File: src/yaw_rate_lowpass_packer_unit_macros.svh
// ----------------------------------------------------------------------------
// Assertion macros for the yaw rate low-pass packer
// Concurrent checks that compile away under synthesis.
// ----------------------------------------------------------------------------
`ifndef YAW_RATE_LOWPASS_PACKER_UNIT_MACROS_SVH
`define YAW_RATE_LOWPASS_PACKER_UNIT_MACROS_SVH

`ifndef SYNTHESIS
// same-cycle implication
`define YRLP_ASSERT_IMP(name, clk, rst, ante, cons) \
   name: assert property (@(posedge clk) disable iff (rst) (ante) |-> (cons)) \
      else $error("yrlp check failed");
// next-cycle implication
`define YRLP_ASSERT_NXT(name, clk, rst, ante, cons) \
   name: assert property (@(posedge clk) disable iff (rst) (ante) |=> (cons)) \
      else $error("yrlp check failed");
`else
`define YRLP_ASSERT_IMP(name, clk, rst, ante, cons)
`define YRLP_ASSERT_NXT(name, clk, rst, ante, cons)
`endif

`endif

File: src/yrlp_pkg.sv
`timescale 1ns / 1ps
// ----------------------------------------------------------------------------
// yrlp_pkg
// Shared widths and constants of the yaw rate low-pass packer.
// ----------------------------------------------------------------------------
package yrlp_pkg;

   localparam int YAW_W    = 16;   // input yaw sample
   localparam int DIFF_W   = 17;   // wrapped yaw difference
   localparam int STATE_W  = 32;   // filter stage state
   localparam int DELTA_W  = 33;   // x - y
   localparam int GAIN_W   = 16;   // alpha register
   localparam int PROD_W   = 50;   // delta * alpha
   localparam int GAIN_FRAC = 15;  // alpha is unsigned Q1.15
   localparam int MAG_W    = 16;   // output magnitude
   localparam int BYTE_W   = 8;

   localparam logic [GAIN_W-1:0] GAIN_RESET = 16'd9830;
   localparam logic [GAIN_W-1:0] GAIN_ONE   = 16'd32768;

   localparam logic signed [DIFF_W-1:0] HALF_TURN = 17'sd18000;
   localparam logic signed [DIFF_W-1:0] FULL_TURN = 17'sd36000;

endpackage

File: src/yrlp_step_unit.sv
`timescale 1ns / 1ps
// ----------------------------------------------------------------------------
// yrlp_step_unit
// Shared first-order stage update: y + round(alpha * (x - y) / 2^15); the
// product is registered, then rounded, added and saturated combinationally.
// ----------------------------------------------------------------------------
module yrlp_step_unit (
   input  logic                                 clock,
   input  logic                                 prod_en,
   input  logic signed [yrlp_pkg::STATE_W-1:0]  target_i,
   input  logic signed [yrlp_pkg::STATE_W-1:0]  y_i,
   input  logic        [yrlp_pkg::GAIN_W-1:0]   alpha_i,
   output logic signed [yrlp_pkg::STATE_W-1:0]  y_next
);

   localparam int RND_W = yrlp_pkg::PROD_W + 1;
   localparam int SH_W  = RND_W - yrlp_pkg::GAIN_FRAC;
   localparam int SUM_W = SH_W + 1;

   localparam logic signed [RND_W-1:0] ROUND_HALF =
      RND_W'(52'sd1 <<< (yrlp_pkg::GAIN_FRAC - 1));
   localparam logic signed [SUM_W-1:0] SAT_HI = SUM_W'(33'sh0_7FFF_FFFF);
   localparam logic signed [SUM_W-1:0] SAT_LO = SUM_W'(33'sh1_8000_0000);

   logic signed [yrlp_pkg::DELTA_W-1:0] delta;
   logic signed [yrlp_pkg::GAIN_W:0]    alpha_s;
   logic signed [yrlp_pkg::PROD_W-1:0]  prod_in;
   logic signed [yrlp_pkg::PROD_W-1:0]  prod_ff;
   logic signed [RND_W-1:0]             rounded;
   logic signed [SH_W-1:0]              shifted;
   logic signed [SUM_W-1:0]             sum;

   // multiply cycle
   always_comb begin
      delta   = {target_i[yrlp_pkg::STATE_W-1], target_i} - {y_i[yrlp_pkg::STATE_W-1], y_i};
      alpha_s = {1'b0, alpha_i};
      prod_in = yrlp_pkg::PROD_W'(delta * alpha_s);
   end

   always_ff @(posedge clock) begin
      if (prod_en) begin
         prod_ff <= prod_in;
      end
   end

   // round to nearest (ties up), floor shift, accumulate, saturate
   always_comb begin
      rounded = {prod_ff[yrlp_pkg::PROD_W-1], prod_ff} + ROUND_HALF;
      shifted = rounded[RND_W-1:yrlp_pkg::GAIN_FRAC];
      sum     = {shifted[SH_W-1], shifted} + SUM_W'(y_i);
      if (sum > SAT_HI) begin
         y_next = SAT_HI[yrlp_pkg::STATE_W-1:0];
      end else if (sum < SAT_LO) begin
         y_next = SAT_LO[yrlp_pkg::STATE_W-1:0];
      end else begin
         y_next = sum[yrlp_pkg::STATE_W-1:0];
      end
   end

endmodule

File: src/yrlp_pack_out.sv
`timescale 1ns / 1ps
// ----------------------------------------------------------------------------
// yrlp_pack_out
// Sign/magnitude packing of the second stage and the result beat register.
// ----------------------------------------------------------------------------
module yrlp_pack_out #(
   parameter int FRAC_BITS = 15
) (
   input  logic                                 clock,
   input  logic                                 reset,
   input  logic                                 load_en,
   input  logic signed [yrlp_pkg::STATE_W-1:0]  stage_i,
   output logic                                 load_ready,
   output logic                                 rsp_tvalid,
   input  logic                                 rsp_tready,
   output logic [2*yrlp_pkg::BYTE_W-1:0]        rsp_tdata,  // [7:0] magnitude_high, [15:8] magnitude_low
   output logic                                 rsp_tuser   // [0] negative_flag
);

   logic [yrlp_pkg::STATE_W:0]   ext_val;
   logic [yrlp_pkg::STATE_W:0]   abs_val;
   logic [yrlp_pkg::STATE_W-1:0] shifted;
   logic [yrlp_pkg::MAG_W-1:0]   mag;
   logic                         neg;

   logic                         valid_ff;
   logic                         valid_in;
   logic [2*yrlp_pkg::BYTE_W-1:0] data_ff;
   logic                         user_ff;

   // magnitude truncated toward zero, saturated to 16 bits
   always_comb begin
      ext_val = {stage_i[yrlp_pkg::STATE_W-1], stage_i};
      abs_val = stage_i[yrlp_pkg::STATE_W-1] ? (~ext_val + 1'b1) : ext_val;
      shifted = abs_val[yrlp_pkg::STATE_W-1:0] >> FRAC_BITS;
      mag     = (|shifted[yrlp_pkg::STATE_W-1:yrlp_pkg::MAG_W]) ? '1
                                                                : shifted[yrlp_pkg::MAG_W-1:0];
      neg     = stage_i[yrlp_pkg::STATE_W-1] && (mag != '0);
   end

   // output beat register
   assign load_ready = !valid_ff || rsp_tready;

   always_comb begin
      valid_in = valid_ff;
      if (rsp_tready) begin
         valid_in = 1'b0;
      end
      if (load_en) begin
         valid_in = 1'b1;
      end
   end

   always_ff @(posedge clock) begin
      if (reset) begin
         valid_ff <= 1'b0;
      end else begin
         valid_ff <= valid_in;
      end
   end

   always_ff @(posedge clock) begin
      if (load_en) begin
         data_ff <= {mag[yrlp_pkg::BYTE_W-1:0], mag[yrlp_pkg::MAG_W-1:yrlp_pkg::BYTE_W]};
         user_ff <= neg;
      end
   end

   assign rsp_tvalid = valid_ff;
   assign rsp_tdata  = data_ff;
   assign rsp_tuser  = user_ff;

endmodule

File: src/yaw_rate_lowpass_packer_unit.sv
`timescale 1ns / 1ps
// Yaw rate low-pass packer. Each req beat carries one yaw sample; the first
// sample after reset only primes the previous-yaw register and gives no rsp
// beat. Every later sample runs from acceptance until the block is ready
// again through wrap, load x, then multiply and add for stage one and for
// stage two on the one shared 33x17 multiplier, then load the result beat,
// which waits in S_PACK while the result register cannot take it.
// req_tready is high only while the sequencer is idle. filter_gain is
// written through csr_wr_en/csr_wr_data and should only change while idle.
// ----------------------------------------------------------------------------
// yaw_rate_lowpass_packer_unit
// Yaw difference, +/-180 degree wrap, two cascaded IIR low-pass stages and
// sign/magnitude packing of the filtered yaw change.
// ----------------------------------------------------------------------------
`include "yaw_rate_lowpass_packer_unit_macros.svh"

module yaw_rate_lowpass_packer_unit #(
   parameter int FRAC_BITS = 15
) (
   input  logic                                clock,
   input  logic                                reset,
   // sample input
   input  logic                                req_tvalid,
   output logic                                req_tready,
   input  logic [yrlp_pkg::YAW_W-1:0]          req_tdata,   // [15:0] yaw_centideg
   // result output
   output logic                                rsp_tvalid,
   input  logic                                rsp_tready,
   output logic [2*yrlp_pkg::BYTE_W-1:0]       rsp_tdata,   // [7:0] magnitude_high, [15:8] magnitude_low
   output logic                                rsp_tuser,   // [0] negative_flag
   // filter_gain register
   input  logic                                csr_wr_en,
   input  logic [yrlp_pkg::GAIN_W-1:0]         csr_wr_data
);

   localparam int XW = yrlp_pkg::DIFF_W + FRAC_BITS;
   localparam int XE = (XW > yrlp_pkg::DELTA_W) ? XW : yrlp_pkg::DELTA_W;
   localparam logic signed [XE-1:0] X_HI = XE'(33'sh0_7FFF_FFFF);
   localparam logic signed [XE-1:0] X_LO = XE'(33'sh1_8000_0000);

   typedef enum logic [6:0] {
      S_IDLE  = 7'b0000001,
      S_PRIME = 7'b0000010,
      S_MUL1  = 7'b0000100,
      S_ADD1  = 7'b0001000,
      S_MUL2  = 7'b0010000,
      S_ADD2  = 7'b0100000,
      S_PACK  = 7'b1000000
   } state_type;

   state_type                               state_ff, state_in;
   logic [yrlp_pkg::GAIN_W-1:0]             gain_ff, gain_in;
   logic                                    first_seen_ff, first_seen_in;
   logic                                    primed_ff, primed_in;
   logic [yrlp_pkg::YAW_W-1:0]              prev_ff, prev_in;
   logic signed [yrlp_pkg::DIFF_W-1:0]      diff_ff, diff_in;
   logic signed [yrlp_pkg::STATE_W-1:0]     x_ff, x_in;
   logic signed [yrlp_pkg::STATE_W-1:0]     s1_ff, s1_in;
   logic signed [yrlp_pkg::STATE_W-1:0]     s2_ff, s2_in;

   logic                                    req_accept;
   logic signed [yrlp_pkg::DIFF_W-1:0]      diff_raw;
   logic signed [yrlp_pkg::DIFF_W-1:0]      diff_hi;
   logic signed [yrlp_pkg::DIFF_W-1:0]      diff_wrap;
   logic signed [XW-1:0]                    x_wide;
   logic signed [XE-1:0]                    x_ext;
   logic signed [yrlp_pkg::STATE_W-1:0]     x_sat;
   logic [yrlp_pkg::GAIN_W-1:0]             alpha;
   logic                                    second_stage;
   logic                                    prod_en;
   logic signed [yrlp_pkg::STATE_W-1:0]     step_target;
   logic signed [yrlp_pkg::STATE_W-1:0]     step_y;
   logic signed [yrlp_pkg::STATE_W-1:0]     step_next;
   logic                                    pack_ready;
   logic                                    rsp_load;

   assign req_tready = (state_ff == S_IDLE);
   assign req_accept = req_tvalid && req_tready;

   // yaw difference, wrapped once in each direction
   always_comb begin
      diff_raw  = {req_tdata[yrlp_pkg::YAW_W-1], req_tdata}
                - {prev_ff[yrlp_pkg::YAW_W-1], prev_ff};
      diff_hi   = (diff_raw > yrlp_pkg::HALF_TURN) ? diff_raw - yrlp_pkg::FULL_TURN
                                                   : diff_raw;
      diff_wrap = (diff_hi < -yrlp_pkg::HALF_TURN) ? diff_hi + yrlp_pkg::FULL_TURN
                                                   : diff_hi;
   end

   // stage input x = diff * 2^FRAC_BITS, saturated to 32 bits
   always_comb begin
      x_wide = $signed({diff_ff, {FRAC_BITS{1'b0}}});
      x_ext  = XE'(x_wide);
      if (x_ext > X_HI) begin
         x_sat = X_HI[yrlp_pkg::STATE_W-1:0];
      end else if (x_ext < X_LO) begin
         x_sat = X_LO[yrlp_pkg::STATE_W-1:0];
      end else begin
         x_sat = x_ext[yrlp_pkg::STATE_W-1:0];
      end
   end

   // gain above one counts as one
   assign alpha = (gain_ff > yrlp_pkg::GAIN_ONE) ? yrlp_pkg::GAIN_ONE : gain_ff;

   // shared step unit operands
   assign second_stage = (state_ff == S_MUL2) || (state_ff == S_ADD2);
   assign prod_en      = (state_ff == S_MUL1) || (state_ff == S_MUL2);
   assign step_target  = second_stage ? s1_ff : x_ff;
   assign step_y       = second_stage ? s2_ff : s1_ff;

   yrlp_step_unit u_step (
      .clock    (clock),
      .prod_en  (prod_en),
      .target_i (step_target),
      .y_i      (step_y),
      .alpha_i  (alpha),
      .y_next   (step_next)
   );

   assign rsp_load = (state_ff == S_PACK) && pack_ready;

   yrlp_pack_out #(
      .FRAC_BITS (FRAC_BITS)
   ) u_pack (
      .clock      (clock),
      .reset      (reset),
      .load_en    (rsp_load),
      .stage_i    (s2_ff),
      .load_ready (pack_ready),
      .rsp_tvalid (rsp_tvalid),
      .rsp_tready (rsp_tready),
      .rsp_tdata  (rsp_tdata),
      .rsp_tuser  (rsp_tuser)
   );

   // sequencer and state updates
   always_comb begin
      state_in      = state_ff;
      gain_in       = csr_wr_en ? csr_wr_data : gain_ff;
      first_seen_in = first_seen_ff;
      primed_in     = primed_ff;
      prev_in       = prev_ff;
      diff_in       = diff_ff;
      x_in          = x_ff;
      s1_in         = s1_ff;
      s2_in         = s2_ff;
      case (state_ff)
         S_IDLE: begin
            if (req_accept) begin
               prev_in = req_tdata;
               if (first_seen_ff) begin
                  diff_in  = diff_wrap;
                  state_in = S_PRIME;
               end else begin
                  first_seen_in = 1'b1;
               end
            end
         end
         S_PRIME: begin
            x_in = x_sat;
            if (!primed_ff) begin
               s1_in     = x_sat;
               s2_in     = x_sat;
               primed_in = 1'b1;
            end
            state_in = S_MUL1;
         end
         S_MUL1: begin
            state_in = S_ADD1;
         end
         S_ADD1: begin
            s1_in    = step_next;
            state_in = S_MUL2;
         end
         S_MUL2: begin
            state_in = S_ADD2;
         end
         S_ADD2: begin
            s2_in    = step_next;
            state_in = S_PACK;
         end
         S_PACK: begin
            if (pack_ready) begin
               state_in = S_IDLE;
            end
         end
         default: begin
            state_in = S_IDLE;
         end
      endcase
   end

   always_ff @(posedge clock) begin
      if (reset) begin
         state_ff      <= S_IDLE;
         gain_ff       <= yrlp_pkg::GAIN_RESET;
         first_seen_ff <= 1'b0;
         primed_ff     <= 1'b0;
      end else begin
         state_ff      <= state_in;
         gain_ff       <= gain_in;
         first_seen_ff <= first_seen_in;
         primed_ff     <= primed_in;
      end
   end

   // payload registers
   always_ff @(posedge clock) begin
      prev_ff <= prev_in;
      diff_ff <= diff_in;
      x_ff    <= x_in;
      s1_ff   <= s1_in;
      s2_ff   <= s2_in;
   end

   // checks
   `YRLP_ASSERT_NXT(a_first_sample_no_work, clock, reset,
      req_accept && !first_seen_ff, (state_ff == S_IDLE) && first_seen_ff)
   `YRLP_ASSERT_NXT(a_sample_starts_work, clock, reset,
      req_accept && first_seen_ff, state_ff == S_PRIME)
   `YRLP_ASSERT_IMP(a_result_only_when_primed, clock, reset,
      rsp_load, primed_ff && first_seen_ff)
   `YRLP_ASSERT_NXT(a_primed_sticks, clock, reset,
      primed_ff, primed_ff)
   `YRLP_ASSERT_NXT(a_stage_two_then_pack, clock, reset,
      state_ff == S_ADD2, state_ff == S_PACK)

endmodule

File: config.mk
export PLATFORM = sky130hd
export DESIGN_NAME = yaw_rate_lowpass_packer_unit
export DESIGN_NICKNAME = d
export VERILOG_FILES = /design/src/yrlp_pkg.sv /design/src/yrlp_step_unit.sv /design/src/yrlp_pack_out.sv /design/src/yaw_rate_lowpass_packer_unit.sv
export VERILOG_INCLUDE_DIRS = /design/src /design/src/src
export SDC_FILE = /design/constraint.sdc
export NUM_CORES = 2
export LEC_CHECK = 0
export BUFFER_PORTS_ARGS = -buffer_cell sky130_fd_sc_hd__buf_2
export CAP_MARGIN = 5
export CORE_ASPECT_RATIO = 1.1
export CORE_UTILIZATION = 40
export DETAILED_ROUTE_END_ITERATION = 12
export GPL_ROUTABILITY_DRIVEN = 0
export PLACE_DENSITY = 0.6
export SLEW_MARGIN = 20
export SYNTH_ARGS = -nofsm -noshare
export SYNTH_HDL_FRONTEND = slang
export SYNTH_SLANG_ARGS = --single-unit
File: constraint.sdc
create_clock -name clock -period 15.9 [get_ports clock]
set_input_delay 0 -clock clock [delete_from_list [all_inputs] [get_ports clock]]
set_output_delay 0 -clock clock [all_outputs]
set_load 0.01 [all_outputs]
======== Yosys cells after proc, flatten, opt, wreduce, memory -nomap -nowiden ========
Index checks and enable logic that the tools add are counted.
word-level totals
  bits in registers ....................... 222
  input port bits ......................... 37
  output and inout bits ................... 19
  word-level logic and storage cells ...... 76
cells by class
  $add $sub $neg .......................... 7
  multiply operators ...................... 1
  magnitude comparators ................... 7
  eq/ne operators ......................... 11
  mux-type cells .......................... 20
  bitwise operators ....................... 1
  reductions and logical operators ........ 16
operator list
  kind                                                          number
  two-way mux 32 bit                                            8
  one-hot mux 32 bit (2 select lines)                           2
  adder 50 x 16 -> 51 bit, second input constant                1
  multiplier 33 x 17 -> 50 bit                                  1
  one-hot mux 7 bit (7 select lines)                            1
  adder 36 x 32 -> 37 bit                                       1
  > comparator 37 x 32 -> 1 bit, second input constant          1
  less-than comparator 37 x 32 -> 1 bit, second input constant  1
  two-way mux 17 bit                                            2
  subtractor 32 x 32 -> 33 bit                                  1
  adder 32 x 1 -> 32 bit, second input constant                 1
  > comparator 32 bit, second input constant                    1
  less-than comparator 32 bit, second input constant            1
  two-way mux 16 bit                                            2
  NOT 32 bit                                                    1
  two-way mux 7 bit                                             3
  adder 17 bit, second input constant                           1
  > comparator 17 x 16 -> 1 bit, second input constant          1
  less-than comparator 17 x 16 -> 1 bit, second input constant  1
  subtractor 16 x 16 -> 17 bit                                  1
  subtractor 17 bit, second input constant                      1
  > comparator 16 bit, second input constant                    1
  nonzero test 16 bit                                           1
  == test 7 x 1 -> 1 bit, second input constant                 1
  15 further kinds                                              27

======== Logic depth before layout (Yosys ltp) ========
  depth in word-level cells ............... 8
  gate-level depth with buffers ........... 47
  depth with buffers taken out ............ 44

======== Cells and area by module ========
Synthesis repeated with hierarchy kept, for this count alone.
second synthesis, totals
  cell total of the unflattened synthesis .. 3621
  area total of the unflattened synthesis .. 32949.1 um^2
modules (own cells, without submodules)
  module                        instances  cells an instance  area each (um^2)  seq. area each (um^2)
  yrlp_step_unit                1          2791               23797.8           1081.0
  yaw_rate_lowpass_packer_unit  1          706                7942.6            3923.8
  yrlp_pack_out                 1          124                1208.7            530.5

======== Worst setup path before layout ========
Ideal clock, no wire load.
  path kind ............................... register to register
  from .................................... register state_ff[1]
  to ...................................... register u_step.prod_ff[49] (netlist name) (data pin)
  setup time .............................. 0.260 ns
  data arrival time ....................... 10.723 ns
  data required time ...................... 15.640 ns
  slack ................................... 4.917 ns
  stages on the path, launching flop included .. 46
  buffers on the path ..................... 4
  clock period less this slack ............ 10.983 ns
  cell sequence ........................... dfxtp_1 buf_2 nor4_4 nand2_1 nor2_1 clkbuf_1 buf_1 mux2i_1 ha_1 nor2b_1 o21ai_0 nand2b_1 a311oi_1 o21ai_1 a21o_1 a21o_1 a21o_1 a21o_1 [... 10 more ...] fa_1 inv_1 fa_1 inv_1 ha_1 a21o_1 a21o_1 a21oi_1 o21ai_0 a221oi_1 o22ai_1 a41oi_1 nor2b_1 a31o_2 a211oi_1 a21oi_1 a21oi_1 xnor2_1
between the ends
  cells in the longest elaborated chain, start to end .. 5
  elaborated cells between the ends (all ways) .. 7
  classes of those cells .................. add/sub: 1; mul: 1; eq/ne: 2; mux: 2; reduce/logical: 1
RTL lines
  what                                                              line                                                                      source
  start, declared                                                   yaw_rate_lowpass_packer_unit.sv:51                                        state_type state_ff, state_in;
  start signal, assigned                                            yaw_rate_lowpass_packer_unit.sv:201                                       state_ff <= state_in;
  == test 7 x 5 -> 1 bit or == test 7 x 6 -> 1 bit (tied branches)  yaw_rate_lowpass_packer_unit.sv:107                                       assign second_stage = (state_ff == S_MUL2) || (state_ff == S_ADD2);
  logical OR 1 bit *                                                yaw_rate_lowpass_packer_unit.sv:107
  two-way mux 32 bit (on tied branches)                             yaw_rate_lowpass_packer_unit.sv:109, yaw_rate_lowpass_packer_unit.sv:110
  subtractor 32 x 32 -> 33 bit *                                    yrlp_step_unit.sv:35                                                      delta = {target_i[yrlp_pkg::STATE_W-1], target_i} - {y_i[yrlp_pkg::STATE_W-1], y_i};
  multiplier 33 x 17 -> 50 bit *                                    yrlp_step_unit.sv:37                                                      prod_in = yrlp_pkg::PROD_W'(delta * alpha_s);
  net u_step.prod_in (one bit)                                      yrlp_step_unit.sv:27                                                      logic signed [yrlp_pkg::PROD_W-1:0] prod_in;
  end signal, assigned                                              yrlp_step_unit.sv:42                                                      prod_ff <= prod_in;
  end, declared                                                     yrlp_step_unit.sv:28                                                      logic signed [yrlp_pkg::PROD_W-1:0] prod_ff;
The timed path passes the listed nets; every way through them passes the cells marked *.
A chain may end at the register's enable or synchronous reset.

======== Final worst setup path ========
  from .................................... register state_ff[6]
  to ...................................... register u_step.prod_ff[49] (netlist name) (data pin)
The elaborated chain is that of the path after synthesis.

==> results.sh <==
export IMPL_status="finished clean"
export IMPL_slowest_stage="xor2_1"
export IMPL_cp_max_fo=50
export IMPL_seqCellArea_um2=5540
export IMPL_internal_power_uw=3610
export IMPL_preCtsSetupSlack_ps=3350
export IMPL_max_clock_path_buffers=2
export IMPL_async_reset_ff_share_pct=0
export IMPL_p_comb_share_pct=80.5
export IMPL_setup_tns_ps=0
export IMPL_cts_hold_buffers=45
export IMPL_skew_ps=21.7
export IMPL_period_needed_ps=12650
export IMPL_cts_made_buffers=17
export IMPL_setup_violations=0
export IMPL_groute_usage_overall_pct=22.3
export IMPL_max_slew_margin_pct=20.8
export IMPL_io_pins=56
export IMPL_ctsResizeCount=0
export IMPL_synth_edf_count=167
export IMPL_dr_pass1_iters=5
export IMPL_syn_avg_cell_area_um2=9.02
export IMPL_die_area_um2=81000
export IMPL_port_buffers=55
export IMPL_p_sw_uw=3660
export IMPL_critPathLaunchType="flop"
export IMPL_worstSetupPathType="flop to flop"
export IMPL_grt_setup_unrepaired="false"
export IMPL_antenna_found_initial=1
export IMPL_worst_slack_ps=3250
export IMPL_wl_um=86800
export IMPL_synth_most_common_cell="inv_1"
export IMPL_synth_area_um2=31900
export IMPL_dpl_cell_count=4557
export IMPL_sw_frac_of_total_pct=50.3
export IMPL_nets=4321
export IMPL_drive_gt1_share_pct=6.71
export IMPL_place_hpwl_um=68800
export IMPL_drt_iter0_drc=1438
export IMPL_fin_cells=4634
export IMPL_ys_seq_area_share_pct=17.3
export IMPL_synth_warnings=0
export IMPL_crit_required_ps=16140
export IMPL_critical_path_most_common_cell="fa_1"
export IMPL_num_vias=24200
export IMPL_synth_ff_type="edfxtp_1"
export IMPL_root_buffer="clkbuf_16"
export IMPL_whs_ps=45.3
export IMPL_grt_pass1_wl_um=140000
export IMPL_cts_htree_levels=4
export IMPL_cpPeakStageDelay_ps=880
export IMPL_grt_overflow=0
export IMPL_fin_crit_sh_pct=79.6
export IMPL_crit_start="state_ff[6]$_SDFFE_PP0P_"
export IMPL_start_util_pct=40.5
export IMPL_power_uw=7280
export IMPL_clk_pin_slew_worst_paths_ps=80
export IMPL_endpoint_kind="flop"
export IMPL_irDropWorstVdd_mv=0.311
export IMPL_drt_vias_per_instance=5.22
export IMPL_routedWlPerCell_um=18.7
export IMPL_row_count=108
export IMPL_leakage_uw=0.0163
export IMPL_synth_cells=3539
export IMPL_grt_pass1_vias=25200
export IMPL_r2r_start="state_ff[6]$_SDFFE_PP0P_"
export IMPL_report_final_slew_viol_count=0
export IMPL_fp_dieH_um=298
export IMPL_worst_slew_pin_slew_ps=1170
export IMPL_drc=0
export IMPL_hold_class="input port to flop"
export IMPL_clkPwrFrac_pct=6.3
export IMPL_clock_latency_ps=500
export IMPL_hold_start="csr_wr_en"
export IMPL_antenna_diode_count=0
export IMPL_grt_max_degree=55
export IMPL_die_w_um=271
export IMPL_seqPwrFrac_pct=13.2
export IMPL_syn2layout_area_growth_pct=8.14
export IMPL_maxCapViolations=0
export IMPL_multi_input_area_um2=23400
export IMPL_cts_sinks=193
export IMPL_synth_nets=4284
export IMPL_cts_tree="done"
export IMPL_ys_top_cells_by_area="fa_1, edfxtp_1, ha_1, inv_1, nand2_1"
export IMPL_ys_top_cells_by_count="inv_1, fa_1, nand2_1"
export IMPL_core_um2=78900
export IMPL_synth_top_cell_area_share_pct=31.6
export IMPL_ys_types=99
export IMPL_postCtsSetupBuffers=0
export IMPL_arrival_ps=12890
export IMPL_fmax_ghz=0.0790
export IMPL_power_density_nw_per_um2=211
export IMPL_ant_nets=0
export IMPL_ys_ff_latch=193
export IMPL_hold_violations=0
export IMPL_fill_cells=7761
export IMPL_synth_largest_area_cell="fa_1"
critical path, delay by kind of cell, from the launching register on:
family                     cells  cell delay, ps
adders and majority gates      9            4120
AOI/OAI and AO/OA             15            3460
and+or+nand+nor               11            2240
xor gates and xnor gates       2             960
buffers and inverters          5             770
muxes                          1             430
DFF                            1             380
power by group through the flow:
stage / Combinational (µW) / Clock [µW] / Sequential [µW]
6_report: 5860 / 459 / 963
5_1_grt: 6690 / 486 / 967
4_1_cts: 5930 / 471 / 962
3_5_place_dp: 5870 / 0 / 974
3_3_place_gp: 5830 / 0 / 972
2_1_floorplan: 4440 / 0 / 965
cells by family after synthesis:
logic type	after synthesis	synth area share (%)
simple gates	1078	15.6
buf+inv	813	9.66
fa+ha+maj	710	39.6
compound gates	486	10.3
xor+xnor	194	5.32
flops	193	17.3
mux	65	2.17
final timing paths:
kind	slack, ps	endpoint	depth (start not counted)
worst max-delay path	3250	u_step.prod_ff[49]$_DFFE_PP_	43
worst min-delay path	50	gain_ff[1]$_SDFFE_PP1P_	3
worst max register to register	3250	u_step.prod_ff[49]$_DFFE_PP_	43
worst min register to register	450	x_ff[30]$_DFFE_PP_	0
registers in the layout (all words and copies together), names as in the netlist:
signal,count
u_step.prod_ff,36
u_pack.rsp_tdata,16
s1_ff,32
prev_ff,16
s2_ff,32
state_ff,7
gain_ff,16
x_ff,17
u_pack.rsp_tuser,1
u_pack.rsp_tvalid,1
first_seen_ff,1
primed_ff,1
diff_ff,17
final cells by class:
cell class	count	area share [%]
Sequential cell	193	16.0
Inverter	681	7.41
Clock buffer	17	1.23
Multi-Input combinational cell	2533	67.8
Clock inverter	15	0.540
Timing Repair Buffer	150	3.19
Tap cell	1045	3.79
layout by cell type (no fill, tap or decap), types with 50 or more instances in the layout:
cell type | netlist | layout
inv_1 | 680 | 680
fa_1 | 504 | 504
nand2_1 | 423 | 423
nor2_1 | 273 | 271
ha_1 | 204 | 204
edfxtp_1 | 167 | 167
a21oi_1 | 137 | 137
xnor2_1 | 130 | 126
and2_1 | 88 | 87
o21ai_0 | 81 | 79
xor2_1 | 64 | 63
a21o_1 | 63 | 63
buf_2 | 5 | 55
buf_4 | 0 | 50
routing by layer:
metal | GRT usage, % | vias to the layer above | routed length, µm
met5 | 0 | - | 0
met4 | 7.14 | 0 | 2800
met3 | 3.01 | 145 | 4150
met2 | 39.2 | 624 | 44000
met1 | 28.1 | 12100 | 35900
li1 | - | 11300 | -
metrics by stage:
step,utilization [%],cell area (µm²)
6_report,43.8,34500
5_1_grt,43.8,34500
4_1_cts,43.8,34500
3_5_place_dp,42.4,33500
3_3_place_gp,42.4,33500
2_1_floorplan,-,31900
No activity file was read; power rests on OpenSTA's default activity.
